### src/sv/first_fit_block_allocator_top_defines.svh
// Assertion macros shared by the first-fit allocator RTL.
// Used by the top level; expects clk and rst_n in scope.
`ifndef FIRST_FIT_BLOCK_ALLOCATOR_TOP_DEFINES_SVH
`define FIRST_FIT_BLOCK_ALLOCATOR_TOP_DEFINES_SVH

// Checks that the consequent holds in the same cycle as the antecedent.
`define FFBA_ASSERT_IMPL(lbl, ante, cons, msg) \
  lbl: assert property (@(posedge clk) disable iff (!rst_n) (ante) |-> (cons)) \
    else $error(msg);

// Checks that the consequent holds in the cycle after the antecedent.
`define FFBA_ASSERT_NEXT(lbl, ante, cons, msg) \
  lbl: assert property (@(posedge clk) disable iff (!rst_n) (ante) |=> (cons)) \
    else $error(msg);

`endif

### src/sv/ffba_pkg.sv
// Package for the first-fit block allocator: sizes, codes and the
// command and status structs between controller and datapath. No dependencies.
package ffba_pkg;

  localparam int MAX_BLOCKS   = 64;
  localparam int HEADER_BYTES = 32;
  localparam int IDX_W        = $clog2(MAX_BLOCKS);
  localparam int HND_W        = $clog2(MAX_BLOCKS + 1);

  localparam int OPC_W     = 2;
  localparam int SIZE_W    = 27;
  localparam int ADDR_W    = 32;
  localparam int STAT_W    = 2;
  localparam int HBYTE_W   = 12;
  localparam int PROD_W    = 2 * SIZE_W;
  localparam int SUM_W     = ADDR_W + 1;
  localparam int CFG_IDX_W = 1;
  localparam int RAM_W     = SIZE_W + ADDR_W;

  localparam logic [PROD_W-1:0] SIZE_LIMIT = PROD_W'(10 * 10 * 10 * 10 * 10 * 10 * 10 * 10);
  localparam logic [HND_W-1:0]  HANDLE_NONE = HND_W'(MAX_BLOCKS);
  localparam logic [ADDR_W-1:0] HEAP_CAP_RESET = ADDR_W'(1048576);

  localparam logic [CFG_IDX_W-1:0] CFG_HEAP_BASE = CFG_IDX_W'(0);
  localparam logic [CFG_IDX_W-1:0] CFG_HEAP_CAP  = CFG_IDX_W'(1);

  typedef enum logic [OPC_W-1:0] {
    OP_ALLOC   = 2'd0,
    OP_FREE    = 2'd1,
    OP_REALLOC = 2'd2,
    OP_CALLOC  = 2'd3
  } op_t;

  typedef enum logic [STAT_W-1:0] {
    ST_OK     = 2'd0,
    ST_REJECT = 2'd1,
    ST_NOROOM = 2'd2,
    ST_NOP    = 2'd3
  } status_t;

  typedef enum logic [1:0] {
    RES_NONE,
    RES_OLD,
    RES_HIT,
    RES_NEW
  } res_src_t;

  typedef struct packed {
    logic     load_in;
    logic     load_size;
    logic     load_old;
    logic     scan_start;
    logic     scan_step;
    logic     take_hit;
    logic     append;
    logic     free_old;
    logic     res_set;
    res_src_t res_src;
    status_t  res_status;
    logic     load_out;
  } dp_cmd_t;

  typedef struct packed {
    op_t  op;
    logic size_bad;
    logic bh_none;
    logic bh_valid;
    logic old_free;
    logic old_fits;
    logic hit;
    logic scan_done;
    logic no_room;
  } dp_stat_t;

endpackage

### src/sv/ffba_ctrl.sv
// Controller of the first-fit block allocator: sequences each request
// through the datapath and owns the handshakes. Depends on ffba_pkg.
module ffba_ctrl import ffba_pkg::*; (
  input  logic     clk,
  input  logic     rst_n,
  input  logic     in_valid,
  output logic     in_ready,
  output logic     out_valid,
  input  logic     out_ready,
  output dp_cmd_t  cmd,
  input  dp_stat_t stat
);

  typedef enum logic [2:0] {
    S_IDLE,
    S_MUL,
    S_CHECK,
    S_OLD,
    S_SCAN,
    S_TAIL,
    S_RELFREE,
    S_FINISH
  } state_t;

  state_t state_r;
  state_t state_nxt;
  logic   out_valid_r;
  logic   has_old;

  assign has_old  = (stat.op == OP_REALLOC) && !stat.bh_none;
  assign in_ready = (state_r == S_IDLE);

  always_comb begin
    cmd       = '0;
    state_nxt = state_r;
    unique case (state_r)
      S_IDLE: begin
        if (in_valid) begin
          cmd.load_in = 1'b1;
          state_nxt   = S_MUL;
        end
      end
      S_MUL: begin
        cmd.load_size = 1'b1;
        state_nxt     = S_CHECK;
      end
      S_CHECK: begin
        unique case (stat.op)
          OP_ALLOC, OP_CALLOC: begin
            if (stat.size_bad) begin
              cmd.res_set    = 1'b1;
              cmd.res_status = ST_REJECT;
              cmd.res_src    = RES_NONE;
              state_nxt      = S_FINISH;
            end else begin
              cmd.scan_start = 1'b1;
              state_nxt      = S_SCAN;
            end
          end
          OP_FREE: begin
            if (stat.bh_valid) begin
              state_nxt = S_OLD;
            end else begin
              cmd.res_set    = 1'b1;
              cmd.res_status = ST_NOP;
              cmd.res_src    = RES_NONE;
              state_nxt      = S_FINISH;
            end
          end
          OP_REALLOC: begin
            priority if (stat.size_bad) begin
              cmd.res_set    = 1'b1;
              cmd.res_status = ST_REJECT;
              cmd.res_src    = RES_NONE;
              state_nxt      = S_FINISH;
            end else if (stat.bh_none) begin
              cmd.scan_start = 1'b1;
              state_nxt      = S_SCAN;
            end else if (!stat.bh_valid) begin
              cmd.res_set    = 1'b1;
              cmd.res_status = ST_NOP;
              cmd.res_src    = RES_NONE;
              state_nxt      = S_FINISH;
            end else begin
              state_nxt = S_OLD;
            end
          end
          default: state_nxt = S_FINISH;
        endcase
      end
      S_OLD: begin
        cmd.load_old = 1'b1;
        if (stat.op == OP_FREE) begin
          state_nxt = S_RELFREE;
        end else if (stat.old_fits) begin
          cmd.res_set    = 1'b1;
          cmd.res_status = ST_OK;
          cmd.res_src    = RES_OLD;
          state_nxt      = S_FINISH;
        end else begin
          cmd.scan_start = 1'b1;
          state_nxt      = S_SCAN;
        end
      end
      S_SCAN: begin
        cmd.scan_step = 1'b1;
        priority if (stat.hit) begin
          cmd.take_hit   = 1'b1;
          cmd.res_set    = 1'b1;
          cmd.res_status = ST_OK;
          cmd.res_src    = RES_HIT;
          state_nxt      = has_old ? S_RELFREE : S_FINISH;
        end else if (stat.scan_done) begin
          state_nxt = S_TAIL;
        end else begin
          state_nxt = S_SCAN;
        end
      end
      S_TAIL: begin
        cmd.res_set = 1'b1;
        if (stat.no_room) begin
          cmd.res_status = ST_NOROOM;
          cmd.res_src    = RES_NONE;
          state_nxt      = S_FINISH;
        end else begin
          cmd.append     = 1'b1;
          cmd.res_status = ST_OK;
          cmd.res_src    = RES_NEW;
          state_nxt      = has_old ? S_RELFREE : S_FINISH;
        end
      end
      S_RELFREE: begin
        cmd.free_old = 1'b1;
        if (stat.op == OP_FREE) begin
          cmd.res_set    = 1'b1;
          cmd.res_status = stat.old_free ? ST_NOP : ST_OK;
          cmd.res_src    = RES_NONE;
        end
        state_nxt = S_FINISH;
      end
      S_FINISH: begin
        if (!out_valid_r || out_ready) begin
          cmd.load_out = 1'b1;
          state_nxt    = S_IDLE;
        end
      end
      default: state_nxt = S_IDLE;
    endcase
  end

  always_ff @(posedge clk) begin
    if (!rst_n) begin
      state_r     <= S_IDLE;
      out_valid_r <= 1'b0;
    end else begin
      state_r <= state_nxt;
      if (cmd.load_out) begin
        out_valid_r <= 1'b1;
      end else if (out_ready) begin
        out_valid_r <= 1'b0;
      end
    end
  end

  assign out_valid = out_valid_r;

endmodule

### config.mk
export PLATFORM = sky130hd
export DESIGN_NAME = ffba_ctrl
export DESIGN_NICKNAME = d
export VERILOG_FILES = /design/src/sv/first_fit_block_allocator_top_defines.svh /design/src/sv/ffba_pkg.sv /design/src/sv/ffba_ctrl.sv
export SDC_FILE = /design/constraint.sdc
export NUM_CORES = 1
export LEC_CHECK = 0
export BUFFER_PORTS_ARGS = -buffer_cell sky130_fd_sc_hd__buf_2
export CAP_MARGIN = 20
export CORE_AREA = 2 2 39 41
export CTS_BUF_LIST = sky130_fd_sc_hd__clkbuf_4
export CTS_CLUSTER_SIZE = 24
export DETAILED_ROUTE_END_ITERATION = 10
export DIE_AREA = 0 0 41 43
export PLACE_DENSITY = 0.77
export SETUP_SLACK_MARGIN = 0.5
export SYNTH_ARGS = -nofsm -noshare
export SYNTH_HDL_FRONTEND = slang
export SYNTH_SLANG_ARGS = --single-unit
### constraint.sdc
create_clock -name clk -period 3.55 [get_ports clk]
set_input_delay 0.71 -clock clk [delete_from_list [all_inputs] [get_ports clk]]
set_output_delay 0.71 -clock clk [all_outputs]
set_load 0.02 [all_outputs]
Word level (Yosys, flattened, before mapping)
Cells that the tools add are included.
{"block": "op_classes", "n_mux": 46, "n_reduce_logical": 9, "n_eq_ne": 12}
{"op": "$mux W5", "count": 8}
{"op": "$pmux W5 S5", "count": 1}
{"op": "$pmux W3 S8", "count": 1}
{"op": "$mux W3", "count": 7}
{"op": "$mux W1", "count": 20}
{"op": "$pmux W5 S3", "count": 1}
{"op": "$eq A3 B3 Y1 const B", "count": 4}
{"op": "$pmux W3 S3", "count": 1}
{"op": "$mux W2", "count": 4}
{"op": "$eq A3 B2 Y1 const B", "count": 2}
{"op": "$eq A2 B2 Y1 const B", "count": 2}
{"op": "$mux W4", "count": 1}
{"op": "$ne A2 B2 Y1 const B", "count": 2}
{"op": "$pmux W1 S2", "count": 2}
{"op": "$eq A3 B1 Y1 const B", "count": 1}
{"op": "$logic_not A3 Y1", "count": 1}
{"op": "$eq A2 B1 Y1 const B", "count": 1}
{"op": "$logic_not A1 Y1", "count": 2}
{"op": "$logic_not A2 Y1", "count": 1}
{"op": "$reduce_and A2 Y1", "count": 1}
{"op": "$reduce_bool A2 Y1", "count": 1}
{"op": "$reduce_or A2 Y1", "count": 1}
{"op": "$logic_and A1 B1 Y1", "count": 1}
{"op": "$logic_or A1 B1 Y1", "count": 1}
{"block": "word_totals", "ff_bits": 4, "elab_cells": 69}

Longest topological paths before layout
Gate-level depths: netlist of run 1.
{"block": "logic_depth", "ltp_word": 5, "depth_mapped": 6, "ltp_nobuf": 6}

Least setup slack after synthesis of run 1
Ideal clock, no wire load.
{"block": "synth_path", "path_type": "input-to-output", "start": "input port stat[8] (netlist name)", "end": "output port cmd[10] (netlist name)", "path_stages": 6, "t_arrival_ns": 1.939, "required_time_ns": 2.840, "setup_slack_ns": 0.901, "n_path_buf": 0, "cell_sequence": "inv_1 > ha_1 > a21oi_1 > nor3_1 > a21oi_1 > nor4_1"}
{"element": "from (decl)", "line_no": "ffba_ctrl.sv:11", "source": "input dp_stat_t stat"}
{"element": "to (decl)", "line_no": "ffba_ctrl.sv:10", "source": "output dp_cmd_t cmd,"}

==> results.rst, run 1 <==
.. list-table::
   :header-rows: 1

   * - Metric
     - Value
   * - Crit share post-route
     - 78.6%
   * - Tightest Pin Transition
     - 635 ps
   * - Last weighted congestion value of the routability-driven placer
     - 0.888
   * - Number of hold-repair buffers added at the cts stage
     - 0
   * - Worst min-delay path category
     - reg -> reg
   * - Switching pwr
     - 72.5 µW
   * - Number of buffers inserted during clock tree synthesis
     - 3
   * - Average via count per standard cell
     - 5.50
   * - Max-slew headroom
     - 57.6%
   * - Most used cell, CP
     - sky130_fd_sc_hd__buf_2
   * - Vias after detailed routing
     - 704
   * - Internal power
     - 120 µW
   * - Clk_lat worst skew
     - 230 ps
   * - Highest-count cells in the layout ignoring fill and taps
     - sky130_fd_sc_hd__buf_2 (29), sky130_fd_sc_hd__nor2_1 (11), sky130_fd_sc_hd__nand2b_1 (6), sky130_fd_sc_hd__a21oi_1 (6)
   * - Worst voltage drop across the vdd grid
     - 0.000184 V
   * - Number of diodes
     - 0
   * - Achievable frequency
     - 0.358 GHz
   * - Detailed router's first-iteration violation count
     - 17
   * - Maximum net fanout on the critical path
     - 7
   * - Post_cts resized
     - 0
   * - Leakage power summed over all cells
     - 0.000349 µW
   * - Largest stage delay, worst path
     - 360 ps
   * - Total buffers and inverters traversed by the critical path
     - 3
   * - Clock edge transition at the registers on the reported setup and hold paths
     - 30 ps
   * - Gate count of the mapped netlist
     - 84
   * - Total of buffers placed on input and output ports
     - 29
   * - Total length of routed wires
     - 1450 µm
   * - Share of synthesized registers carrying an async set or reset
     - 0%
   * - Power share of the combinational group
     - 40.3%
   * - Standard-cell row count
     - 14
   * - Syn Nets
     - 101
   * - Net switching share of the total power
     - 37.7%
   * - Antenna violations before repair
     - 0
   * - Critical path arrival
     - 2080 ps
   * - GRT Overall Usage
     - 18.5%
   * - Via count of the first global-routing pass
     - 589
   * - Routed wire length per instance
     - 11.3 µm
   * - Die Wd
     - 41 µm
   * - Effective utilization at floorplan
     - 41.7%
   * - Hold Violations, Final
     - 0
   * - Area of the die
     - 1760 µm²
   * - Final setup skew
     - 0.212 ps
   * - Root buffer cell
     - sky130_fd_sc_hd__clkbuf_4
   * - Critical-path cell list
     - buf_2, inv_1, ha_1, nor2_1, o21ai_1, a31oi_1, a21boi_1, buf_2
   * - Number of different library cells in the post-synthesis netlist
     - 37
   * - Worst-path cell with the longest stage delay
     - sky130_fd_sc_hd__ha_1
   * - Post CTS Setup Buffer Count
     - 0
   * - GRT Residual Overflow
     - 0
   * - Synthesized area per cell
     - 6.87 µm²
   * - Post-synth top flop
     - sky130_fd_sc_hd__dfxtp_1
   * - Final Max Slew Viols
     - 0
   * - Number of warnings printed during yosys synthesis
     - 0
   * - Clock net sink count
     - 4
   * - Number of I/O pins
     - 30
   * - Synth-to-Final Area Change
     - 28.0%
   * - GR peak layer
     - met2
   * - Crit path launch type
     - input port
   * - Detail Placement HPWL
     - 1160 µm
   * - GR met1 Demand/Resource
     - 24.0%
   * - Maximum buffer depth of the clock tree
     - 2
   * - Family with the most delay on the worst path
     - compound AO/OA/AOI/OAI gates
   * - Power density cells
     - 260 nW/µm²
   * - Most frequent standard cell in the layout excluding fill and tap cells
     - sky130_fd_sc_hd__buf_2
   * - Seq pwr share
     - 31.3%
   * - PnR Total Power
     - 192 µW
   * - Status
     - complete, no violations
   * - Core Area
     - 1380 µm²
   * - Total of endpoints with negative setup slack in the final report
     - 0
   * - Type of the worst setup path
     - in -> out
   * - Post-synthesis register bit count
     - 4
   * - Number of flops mapped to enable cells by yosys
     - 0
   * - Type of destination of the critical path
     - primary output
   * - Met3 Track Usage GR
     - 5.24%
   * - Portion of total power attributed to the clock network
     - 28.4%
   * - Req. time, crit path
     - 2840 ps
   * - Cell area after technology mapping
     - 577 µm²
   * - Unrepaired setup endpoints after global routing
     - false
   * - Largest net degree at the start of global routing
     - 22
   * - Met2 layer usage reported by global route
     - 29.4%
   * - Share of the yosys chip area belonging to registers
     - 13.9%
   * - Maximum level of the CTS H-tree
     - 1
   * - Height of the chip
     - 43 µm
   * - Sum Neg Setup Slack
     - 0 ps
   * - Remaining antenna violation count
     - 0
   * - Remaining routing DRC violations
     - 0
   * - Ratio of cells with drive above 1 in the final layout
     - 36.6%
   * - First-pass iteration count of the detailed router
     - 4
   * - Final nets
     - 131
   * - First-pass GRT wire length
     - 2370 µm
   * - Final Critical Period
     - 2790 ps
   * - CTS tree
     - yes
   * - Count of maximum capacitance violations
     - 0
## path summary, 6_finish.rpt
| check | startpoint | end | slack, ps | depth (start not counted) |
|---|---|---|---|---|
| worst min register to register | out_valid$_SDFFE_PN0P_ | out_valid$_SDFFE_PN0P_ | 540 | 2 |
| worst min-delay path | out_valid$_SDFFE_PN0P_ | out_valid$_SDFFE_PN0P_ | 540 | 2 |
| worst max-delay path | stat[8] | cmd[1] | 760 | 8 |
| worst max register to register | state_r[1]$_SDFFE_PN0P_ | state_r[0]$_SDFFE_PN0P_ | 2080 | 4 |
## worst min-delay path, delay by kind of cell, from the launching register on
kind,cells,cell delay (ps)
flops,1,300
simple gates,1,100
compound gates,1,90
## power by group through the flow
stage | clock network (µW) | registers, µW | logic [µW]
global placement | 0 | 60.7 | 75.9
finish | 54.5 | 60.2 | 77.5
CTS | 57.2 | 59.7 | 77.5
detailed placement | 0 | 60.4 | 77.3
floorplan | 0 | 50.3 | 65.0
global route | 63.0 | 61.2 | 85.6
## stage by stage
step | instance area [µm²] | instances | setup slack [ps] | util (%) | hold slack [ps]
6_report | 738 | 128 | 761 | 53.3 | 543
3_5_place_dp | 716 | 125 | 770 | 51.7 | 545
4_1_cts | 738 | 128 | 774 | 53.3 | 550
2_1_floorplan | 577 | 84 | 901 | - | 593
5_1_grt | 738 | 128 | 590 | 53.3 | 625
3_3_place_gp | 716 | 125 | 872 | 51.7 | 529
## state kept, by name, summed over array words and instances (netlist names)
| register | cells |
|---|---|
| state_r | 3 |
| out_valid | 1 |
## cell families after synthesis
| family | count (synthesis) | synth area share [%] |
|---|---|---|
| AO/OA/AOI/OAI | 28 | 32.1 |
| adder cells (fa/ha/maj) | 3 | 6.51 |
| buffers and inverters | 11 | 9.11 |
| flip-flops | 4 | 13.9 |
| AND/OR/NAND/NOR | 38 | 38.4 |
## cell type report
cell class / instances / area (µm²)
Multi-Input combinational cell: 69 / 444
Sequential cell: 4 / 80.1
Timing Repair Buffer: 29 / 145
Tap cell: 16 / 20.0
Clock buffer: 3 / 22.5
Inverter: 7 / 26.3
Fill cell: 150 / 646
## cell usage after synthesis (2+ instances only)
master | instances | area (µm²)
sky130_fd_sc_hd__ha_1 | 3 | 37.5
sky130_fd_sc_hd__a21oi_1 | 6 | 30.0
sky130_fd_sc_hd__o21ai_0 | 5 | 25.0
sky130_fd_sc_hd__nand2_1 | 3 | 11.3
sky130_fd_sc_hd__o21a_1 | 2 | 15.0
sky130_fd_sc_hd__and2_1 | 2 | 12.5
sky130_fd_sc_hd__inv_2 | 2 | 7.51
sky130_fd_sc_hd__a31oi_1 | 3 | 18.8
sky130_fd_sc_hd__nand2b_1 | 6 | 37.5
sky130_fd_sc_hd__nor2b_1 | 2 | 12.5
sky130_fd_sc_hd__nor2_1 | 11 | 41.3
sky130_fd_sc_hd__buf_2 | 3 | 15.0
sky130_fd_sc_hd__and3_1 | 2 | 12.5
sky130_fd_sc_hd__o21ai_1 | 3 | 15.0
sky130_fd_sc_hd__nand3b_1 | 2 | 15.0
sky130_fd_sc_hd__dfxtp_1 | 4 | 80.1
sky130_fd_sc_hd__inv_1 | 5 | 18.8
## routing by layer
metal	share of wire, %	routed length [µm]
met5	0	0
met4	0	0
met3	6.7	97
met2	51	737
met1	42	614
Note: power is estimated with default switching activity, not from simulation.
==> inputs of run 2 (changes only) <==
==> constraint.sdc (replaced) <==
create_clock -name clk -period 2.9 [get_ports clk]
set_input_delay 0.58 -clock clk [delete_from_list [all_inputs] [get_ports clk]]
set_output_delay 0.58 -clock clk [all_outputs]
set_load 0.02 [all_outputs]
==> run 2 against run 1 <==
Compared with the run above:
- total power increased by 28%
- global-route usage decreased by 0.80 points
- worst setup slack got worse by 210 ps
- hold slack improved by 4.1 ps
- combinational power increased by 38%
- non-clock buffer count increased by 1
- routed wire length increased by 4.2%
- critical path type unchanged
- largest power group unchanged
==> results.rst, run 2 (same netlist as run 1, synthesis figures left out) <==
.. list-table::
   :header-rows: 1

   * - Metric
     - Value
   * - Status
     - complete, no violations (unchanged)
   * - Achievable frequency
     - 0.426 GHz
   * - GRT Overall Usage
     - 17.7% (was 18.5%)
   * - Placed cell area
     - 723 µm² (was 716 µm²)
   * - Post CTS Setup Buffer Count
     - 0 (unchanged)
   * - Critical-path cell list
     - buf_2, inv_1, ha_4, o21ai_0, a31oi_1, a221o_1, buf_2 (was buf_2, inv_1, ha_1, nor2_1, o21ai_1, a31oi_1, a21boi_1, buf_2)
   * - First-pass GRT wire length
     - 2250 µm (was 2370 µm)
   * - Highest-count cells in the layout ignoring fill and taps
     - sky130_fd_sc_hd__buf_2 (28), sky130_fd_sc_hd__nor2_1 (10), sky130_fd_sc_hd__nand2b_1 (6), sky130_fd_sc_hd__a21oi_1 (6) (was sky130_fd_sc_hd__buf_2 (29), sky130_fd_sc_hd__nor2_1 (11), sky130_fd_sc_hd__nand2b_1 (6), sky130_fd_sc_hd__a21oi_1 (6))
   * - Most used cell, CP
     - sky130_fd_sc_hd__buf_2 (unchanged)
   * - Die Wd
     - 41 µm (unchanged)
   * - Antenna violations before repair
     - 0 (unchanged)
   * - Family with the most delay on the worst path
     - compound AO/OA/AOI/OAI gates (unchanged)
   * - Number of I/O pins
     - 30 (unchanged)
   * - Count of maximum capacitance violations
     - 0 (unchanged)
   * - Number of hold-repair buffers added at the cts stage
     - 0 (unchanged)
   * - Last weighted congestion value of the routability-driven placer
     - 0.892 (was 0.888)
   * - Most frequent standard cell in the layout excluding fill and tap cells
     - sky130_fd_sc_hd__buf_2 (unchanged)
   * - Final Critical Period
     - 2350 ps
   * - Final nets
     - 132 (was 131)
   * - Req. time, crit path
     - 2320 ps (was 2840 ps)
   * - Final setup skew
     - 0.445 ps (was 0.212 ps)
   * - Remaining antenna violation count
     - 0 (unchanged)
   * - Clk_lat worst skew
     - 230 ps (about the same)
   * - Final Max Slew Viols
     - 0 (unchanged)
   * - Routed wire length per instance
     - 11.7 µm (was 11.3 µm)
   * - Height of the chip
     - 43 µm (unchanged)
   * - Post-Place Worst Slack
     - 432 ps (was 770 ps)
   * - Total buffers and inverters traversed by the critical path
     - 3 (unchanged)
   * - Clock edge transition at the registers on the reported setup and hold paths
     - 30 ps (about the same)
   * - Vias after detailed routing
     - 710 (was 704)
   * - Worst-path cell with the longest stage delay
     - sky130_fd_sc_hd__a221o_1 (was sky130_fd_sc_hd__ha_1)
   * - Tightest Pin Transition
     - 538 ps (was 635 ps)
   * - Worst min-delay path category
     - reg -> reg (unchanged)
   * - GRT Residual Overflow
     - 0 (unchanged)
   * - Max reg flops
     - 3 (unchanged)
   * - Final Worst Setup Slack
     - 553 ps (was 761 ps)
   * - Area of the die
     - 1760 µm² (unchanged)
   * - Largest net degree at the start of global routing
     - 15 (was 22)
   * - Sum Neg Setup Slack
     - 0 ps (unchanged)
   * - Core Area
     - 1380 µm² (unchanged)
   * - Power density cells
     - 314 nW/µm² (was 260 nW/µm²)
   * - Critical path arrival
     - 1770 ps (was 2080 ps)
   * - Detail Placement HPWL
     - 1170 µm (was 1160 µm)
   * - Clock net sink count
     - 4 (unchanged)
   * - Standard-cell row count
     - 14 (unchanged)
   * - Hold Violations, Final
     - 0 (unchanged)
   * - Ratio of cells with drive above 1 in the final layout
     - 40.7% (was 36.6%)
   * - Number of diodes
     - 0 (unchanged)
   * - Average via count per standard cell
     - 5.50 (about the same)
   * - Max-slew headroom
     - 64.1% (was 57.6%)
   * - Worst voltage drop across the vdd grid
     - 0.000261 V (was 0.000184 V)
   * - Via count of the first global-routing pass
     - 571 (was 589)
   * - Remaining routing DRC violations
     - 0 (unchanged)
   * - CTS tree
     - yes (unchanged)
   * - Total length of routed wires
     - 1510 µm (was 1450 µm)
   * - Maximum level of the CTS H-tree
     - 1 (unchanged)
   * - Total of buffers placed on input and output ports
     - 29 (unchanged)
   * - Total of endpoints with negative setup slack in the final report
     - 0 (unchanged)
   * - Unrepaired setup endpoints after global routing
     - false (unchanged)
   * - Effective utilization at floorplan
     - 41.7% (unchanged)
   * - Final standard cell area without fillers
     - 783 µm² (was 738 µm²)
   * - Synth-to-Final Area Change
     - 35.8% (was 28.0%)
   * - Largest stage delay, worst path
     - 300 ps (was 360 ps)
   * - Crit share post-route
     - 80.9%
   * - Type of destination of the critical path
     - primary output (unchanged)
   * - Register ranked first by flip-flop count
     - state_r (unchanged)
   * - Type of the worst setup path
     - in -> out (unchanged)
   * - Maximum buffer depth of the clock tree
     - 2 (unchanged)
   * - Crit path launch type
     - input port (unchanged)
   * - Number of buffers inserted during clock tree synthesis
     - 3 (unchanged)
   * - PnR Total Power
     - 246 µW (was 192 µW)
   * - Core occupancy in the finished layout
     - 56.6% (was 53.3%)
   * - Detailed router's first-iteration violation count
     - 10 (was 17)
   * - Root buffer cell
     - sky130_fd_sc_hd__clkbuf_4 (unchanged)
   * - Leakage power summed over all cells
     - 0.000355 µW (was 0.000349 µW)
   * - Maximum net fanout on the critical path
     - 7 (unchanged)
   * - First-pass iteration count of the detailed router
     - 4 (unchanged)
==> run 2: metrics by stage <==
stage	hold slack (ps)	std cells
after floorplan	593	84
after global placement	530	126
after detailed placement	545	126
after CTS	561	129
after global routing	591	129
final	547	129
==> run 2: what timing repair did <==
item                       CTS  global route
gates resized for setup      2             6
pin swaps                    0             1
setup endpoints to repair    2             3
==> run 2: final timing paths <==
check	start	to	slack, ps	cells after the start
max	stat[8]	cmd[5]	550	7
min	out_valid$_SDFFE_PN0P_	out_valid$_SDFFE_PN0P_	550	2
max reg2reg	state_r[2]$_SDFFE_PN0P_	state_r[0]$_SDFFE_PN0P_	1420	4
min reg2reg	out_valid$_SDFFE_PN0P_	out_valid$_SDFFE_PN0P_	550	2
==> run 2: area by class of cell <==
type                            instances  area, µm²
Fill cell                             134        601
Multi-Input combinational cell         69        479
Timing Repair Buffer                   30        155
Sequential cell                         4       80.1
Inverter                                7       26.3
Clock buffer                            3       22.5
Tap cell                               16       20.0
==> run 2: tightest hold or removal path: stages, from the launching register on <==
cell and delay [ps]:
sky130_fd_sc_hd__dfxtp_1 290, sky130_fd_sc_hd__nand2b_1 110, sky130_fd_sc_hd__a21boi_0 90
==> run 2: power breakdown <==
group	leakage (µW)	internal, µW	switching [µW]
sequential	0.0000326	58.8	12.1
combinational	0.000309	47.8	59.4
clock	0.0000138	46.2	21.4
==> run 2: metal layers <==
| layer | track usage (%) | share of wire, % | vias up |
|---|---|---|---|
| li1 | - | - | 359 |
| met1 | 21.8 | 42 | 324 |
| met2 | 30.0 | 51 | 27 |
| met3 | 4.71 | 7.2 | 0 |
| met4 | 2.00 | 0 | 0 |
| met5 | 0 | 0 | - |
==> inputs of run 3 (changes only) <==
--- a/config.mk
+++ b/config.mk
@@ -5,13 +5,13 @@
 export SDC_FILE = /design/constraint.sdc
 export NUM_CORES = 1
 export LEC_CHECK = 0
+export ABC_AREA = 1
 export BUFFER_PORTS_ARGS = -buffer_cell sky130_fd_sc_hd__buf_2
 export CAP_MARGIN = 20
-export CORE_AREA = 2 2 39 41
+export CORE_UTILIZATION = 41
 export CTS_BUF_LIST = sky130_fd_sc_hd__clkbuf_4
 export CTS_CLUSTER_SIZE = 24
 export DETAILED_ROUTE_END_ITERATION = 10
-export DIE_AREA = 0 0 41 43
 export PLACE_DENSITY = 0.77
 export SETUP_SLACK_MARGIN = 0.5
 export SYNTH_ARGS = -nofsm -noshare
==> constraint.sdc (replaced) <==
create_clock -name clk -period 1.9 [get_ports clk]
set_input_delay 0.38 -clock clk [delete_from_list [all_inputs] [get_ports clk]]
set_output_delay 0.38 -clock clk [all_outputs]
set_load 0.02 [all_outputs]
==> run 3 against run 2 <==
Compared with the run above:
- cell count is 25% higher
- register-to-register slack worse by 800 ps
- hold slack lost 150 ps
- utilization grew 31 points
- via count rose by 21%
- worst setup slack got worse by 440 ps
- final area up 32%
- critical path type is now reg -> out
- die area decreased by 14%
- sequential power rose to 2.7 times the previous value
- critical path depth shrank 1
==> results.rst, run 3 <==
.. list-table::
   :header-rows: 1

   * - Metric
     - Value
   * - Max reg flops
     - 3 (unchanged)
   * - Startpoint of the worst setup timing path
     - state_r[0]$_SDFFE_PN0P_ (was stat[8])
   * - Met2 layer usage reported by global route
     - 45.4% (was 30.0%)
   * - Highest-count cells in the layout ignoring fill and taps
     - sky130_fd_sc_hd__nand2_1 (19), sky130_fd_sc_hd__inv_1 (18), sky130_fd_sc_hd__buf_2 (15), sky130_fd_sc_hd__buf_4 (15), sky130_fd_sc_hd__nor2_1 (12) (was sky130_fd_sc_hd__buf_2 (28), sky130_fd_sc_hd__nor2_1 (10), sky130_fd_sc_hd__nand2b_1 (6), sky130_fd_sc_hd__a21oi_1 (6))
   * - Sequential standard cell area
     - 86.3 µm² (was 80.1 µm²)
   * - Effective utilization at floorplan
     - 47.2% (was 41.7%)
   * - GR met1 Demand/Resource
     - 31.1% (was 21.8%)
   * - Die Wd
     - 38.9 µm (was 41 µm)
   * - Total length of routed wires
     - 1930 µm (was 1510 µm)
   * - Tightest Pin Transition
     - 257 ps (was 538 ps)
   * - GRT Residual Overflow
     - 0 (unchanged)
   * - Height of the chip
     - 38.9 µm (was 43 µm)
   * - Most frequent standard cell in the layout excluding fill and tap cells
     - sky130_fd_sc_hd__nand2_1 (was sky130_fd_sc_hd__buf_2)
   * - CTS tree
     - yes (unchanged)
   * - Worst voltage drop across the vdd grid
     - 0.000755 V (was 0.000261 V)
   * - PnR Total Power
     - 1030 µW (was 246 µW)
   * - Number of hold-repair buffers added at the cts stage
     - 0 (unchanged)
   * - Maximum level of the CTS H-tree
     - 1 (unchanged)
   * - Final-layout worst hold slack
     - 401 ps (was 547 ps)
   * - XOR/XNOR Fraction of Synth Area
     - 0% (unchanged)
   * - Share of synthesized registers carrying an async set or reset
     - 0% (unchanged)
   * - GRT Overall Usage
     - 25.7% (was 17.7%)
   * - Number of diodes
     - 0 (unchanged)
   * - Total of endpoints with negative setup slack in the final report
     - 0 (unchanged)
   * - Fraction of post-synthesis cell area in the top cell type by area
     - 16.1% (was 13.9%)
   * - Number of different library cells in the post-synthesis netlist
     - 18 (was 37)
   * - Depth of the worst register-to-register path
     - 10 (was 4)
   * - Clock net sink count
     - 4 (unchanged)
   * - Maximum buffer depth of the clock tree
     - 2 (unchanged)
   * - Sum Neg Setup Slack
     - 0 ps (unchanged)
   * - Remaining antenna violation count
     - 0 (unchanged)
   * - Family with the most delay on the worst path
     - flip-flops (was compound AO/OA/AOI/OAI gates)
   * - Final Critical Period
     - 1780 ps
   * - Routed wire length per instance
     - 12.0 µm (was 11.7 µm)
   * - First-pass iteration count of the detailed router
     - 4 (unchanged)
   * - Total buffers and inverters traversed by the critical path
     - 3 (unchanged)
   * - Achievable frequency
     - 0.561 GHz
   * - Post-synth top flop
     - sky130_fd_sc_hd__dfxtp_1 (unchanged)
   * - Number of stages on the worst setup path
     - 6 (was 7)
   * - Last weighted congestion value of the routability-driven placer
     - 0.860 (was 0.892)
   * - Average via count per standard cell
     - 5.35 (was 5.50)
   * - Share of the yosys chip area belonging to registers
     - 14.3% (was 13.9%)
   * - Worst-case register-to-register setup slack
     - 620 ps (was 1420 ps)
   * - Post-synthesis compound-gate area fraction
     - 11.6% (was 32.1%)
   * - Standard-cell row count
     - 12 (was 14)
   * - Number of I/O pins
     - 30 (unchanged)
   * - Req. time, crit path
     - 1520 ps (was 2320 ps)
   * - Number of warnings printed during yosys synthesis
     - 0 (unchanged)
   * - Filler cell count
     - 71 (was 134)
   * - Ranking of synthesized cells by area
     - sky130_fd_sc_hd__inv_1 (16%), sky130_fd_sc_hd__nand2_1 (15%), sky130_fd_sc_hd__dfxtp_1 (14%) (was sky130_fd_sc_hd__dfxtp_1 (14%), sky130_fd_sc_hd__nor2_1 (7.2%), sky130_fd_sc_hd__ha_1 (6.5%))
   * - Register ranked first by flip-flop count
     - state_r (unchanged)
   * - Hold Violations, Final
     - 0 (unchanged)
   * - Detail Placement HPWL
     - 1160 µm (was 1170 µm)
   * - Type of the worst setup path
     - reg -> out (was in -> out)
   * - Leading cell types by count after synthesis
     - sky130_fd_sc_hd__inv_1 (24), sky130_fd_sc_hd__nand2_1 (22), sky130_fd_sc_hd__nor2_1 (17) (was sky130_fd_sc_hd__nor2_1 (11), sky130_fd_sc_hd__a21oi_1 (6), sky130_fd_sc_hd__nand2b_1 (6))
   * - Cell area after technology mapping
     - 559 µm² (was 577 µm²)
   * - Startpoint of the worst-slack reg-to-reg timing path
     - state_r[2]$_SDFFE_PN0P_ (unchanged)
   * - Core Area
     - 1190 µm² (was 1380 µm²)
   * - Root buffer cell
     - sky130_fd_sc_hd__clkbuf_4 (unchanged)
   * - Endpoint of the worst setup timing path
     - cmd[2] (was cmd[5])
   * - Area occupied by multi-input gates
     - 493 µm² (was 479 µm²)
   * - Final nets
     - 166 (was 132)
   * - Post-synthesis register bit count
     - 4 (unchanged)
   * - Worst min-delay path category
     - in -> reg (was reg -> reg)
   * - Critical-path cell list
     - inv_1, nand3_1, inv_2, nand2_1, o211ai_1, buf_4 (was buf_2, inv_1, ha_4, o21ai_0, a31oi_1, a221o_1, buf_2)
   * - Ratio of cells with drive above 1 in the final layout
     - 52.4% (was 40.7%)
   * - Antenna violations before repair
     - 0 (unchanged)
   * - GR peak layer
     - met2 (unchanged)
   * - Vias after detailed routing
     - 861 (was 710)
   * - Critical path arrival
     - 1400 ps (was 1770 ps)
   * - Largest stage delay, worst path
     - 390 ps (was 300 ps)
   * - Area of the die
     - 1520 µm² (was 1760 µm²)
   * - Syn Nets
     - 123 (was 101)
   * - Status
     - complete, no violations (unchanged)
   * - Power density cells
     - 994 nW/µm² (was 314 nW/µm²)
   * - Dominant cell type by area after synthesis
     - sky130_fd_sc_hd__inv_1 (was sky130_fd_sc_hd__dfxtp_1)
   * - Worst-path cell with the longest stage delay
     - sky130_fd_sc_hd__dfxtp_2 (was sky130_fd_sc_hd__a221o_1)
   * - Count of maximum capacitance violations
     - 0 (unchanged)
   * - Met3 Track Usage GR
     - 0% (was 4.71%)
   * - Remaining routing DRC violations
     - 0 (unchanged)
   * - Top-count cell post-synth
     - sky130_fd_sc_hd__inv_1 (was sky130_fd_sc_hd__nor2_1)
   * - Arithmetic-cell share of the synthesized area counting full adders, half adders and majority gates
     - 6.71% (was 6.51%)
   * - Total of buffers placed on input and output ports
     - 29 (unchanged)
   * - Capturing point of the worst reg2reg path
     - state_r[0]$_SDFFE_PN0P_ (unchanged)
   * - Final Max Slew Viols
     - 0 (unchanged)
   * - Final setup skew
     - 0.928 ps (was 0.445 ps)
   * - Clk_lat worst skew
     - 220 ps (was 230 ps)
   * - Gate count of the mapped netlist
     - 106 (was 84)
   * - Largest net degree at the start of global routing
     - 8 (was 15)
   * - Synth-to-Final Area Change
     - 85.5% (was 35.8%)
   * - Clock edge transition at the registers on the reported setup and hold paths
     - 30 ps (about the same)
   * - Via count of the first global-routing pass
     - 689 (was 571)
   * - Detailed router's first-iteration violation count
     - 42 (was 10)
   * - Leakage power summed over all cells
     - 0.000565 µW (was 0.000355 µW)
   * - First-pass GRT wire length
     - 2710 µm (was 2250 µm)
   * - Combinational family with the most area after synthesis
     - simple AND/OR/NAND/NOR gates (unchanged)
   * - Unrepaired setup endpoints after global routing
     - true (was false)
   * - Share of synthesized cell area in and, or, nand and nor gates
     - 48.8% (was 38.4%)
   * - Crit share post-route
     - 93.8%
   * - Maximum net fanout on the critical path
     - 7 (unchanged)
   * - Crit path launch type
     - flip-flop (was input port)
   * - Number of flops mapped to enable cells by yosys
     - 0 (unchanged)
   * - Number of buffers inserted during clock tree synthesis
     - 3 (unchanged)
   * - Type of destination of the critical path
     - primary output (unchanged)
   * - Portion of netlist area occupied by mux cells
     - 0% (unchanged)
   * - Max-slew headroom
     - 82.8% (was 64.1%)
   * - Synthesized area per cell
     - 5.28 µm² (was 6.87 µm²)
==> run 3: cell types whose count changed in the layout (fill, tap and decap cells not counted), moves of 4 or more <==
cell	previous run	this run
sky130_fd_sc_hd__a21oi_1	6	1
sky130_fd_sc_hd__buf_2	28	15
sky130_fd_sc_hd__buf_4	2	15
sky130_fd_sc_hd__buf_6	0	7
sky130_fd_sc_hd__inv_1	5	18
sky130_fd_sc_hd__nand2_1	3	19
sky130_fd_sc_hd__nand2_2	1	6
sky130_fd_sc_hd__nand2b_1	6	0
sky130_fd_sc_hd__nand3_1	1	8
sky130_fd_sc_hd__nor2_4	0	4
sky130_fd_sc_hd__o21ai_2	0	4
==> run 3: stage by stage <==
stage / setup slack (ps) / cells / utilization [%] / cell area [µm²]
CTS: 154 / 159 / 80.8 / 958
detailed placement: 22.8 / 148 / 63.8 / 757
finish: 118 / 161 / 87.4 / 1040
global route: 73.0 / 161 / 87.4 / 1040
global placement: 57.5 / 148 / 63.8 / 757
floorplan: 327 / 106 / - / 602
==> run 3: logic make-up (layout without fill, tap and decap cells) <==
group,count (synthesis),after routing
DFF,4,4
buffers and inverters,26,67
adders and majority gates,3,3
and+or+nand+nor,61,61
AOI/OAI and AO/OA,12,12
==> run 3: repair_timing <==
action | 4_1_cts | 5_1_grt
endpoints found under the setup margin | 15 | 15
pin swaps | 8 | 3
buffers inserted | 8 | 2
resized for setup | 33 | 18
endpoints found under the hold margin | 0 | 0
==> run 3: metal layers <==
layer  wire length, µm  share of wire (%)  vias to the layer above
met2              1030                 53                       42
met4                61                3.2                        0
met5                 0                  0                        -
met3                92                4.8                       10
li1                  -                  -                      417
met1               747                 39                      392
==> run 3: worst reg2reg max path, cell delays in order (launching register included) <==
cell	delay [ps]
sky130_fd_sc_hd__dfxtp_4	380
sky130_fd_sc_hd__inv_4	50
sky130_fd_sc_hd__buf_6	130
sky130_fd_sc_hd__buf_4	130
sky130_fd_sc_hd__nor2_2	120
sky130_fd_sc_hd__nand2_2	80
sky130_fd_sc_hd__nand2_1	70
sky130_fd_sc_hd__inv_1	30
sky130_fd_sc_hd__nand3_1	60
sky130_fd_sc_hd__nor2_1	50
sky130_fd_sc_hd__nor2_1	90
==> run 3: cell type report <==
class / instances / area share, %
Tap cell: 14 / 1.69
Sequential cell: 4 / 8.32
Timing Repair Buffer: 39 / 29.6
Multi-Input combinational cell: 76 / 47.5
Inverter: 25 / 10.7
Clock buffer: 3 / 2.17
==> run 3: worst min path at each step <==
stage                                    to                   start  cells past startpoint
floorplan            out_valid$_SDFFE_PN0P_                   rst_n                      1
global placement    state_r[2]$_SDFFE_PN0P_  out_valid$_SDFFE_PN0P_                      4
detailed placement  state_r[2]$_SDFFE_PN0P_  out_valid$_SDFFE_PN0P_                      4
CTS                  out_valid$_SDFFE_PN0P_                   rst_n                      2
global route         out_valid$_SDFFE_PN0P_                   rst_n                      2
finish               out_valid$_SDFFE_PN0P_                   rst_n                      2
==> run 3: where the power goes <==
| group | leakage, µW | internal (µW) | switching, µW | total [µW] |
|---|---|---|---|---|
| clock | 0.0000138 | 70.2 | 28.1 | 98.3 |
| sequential | 0.0000342 | 117 | 71.4 | 188 |
| combinational | 0.000517 | 336 | 409 | 745 |
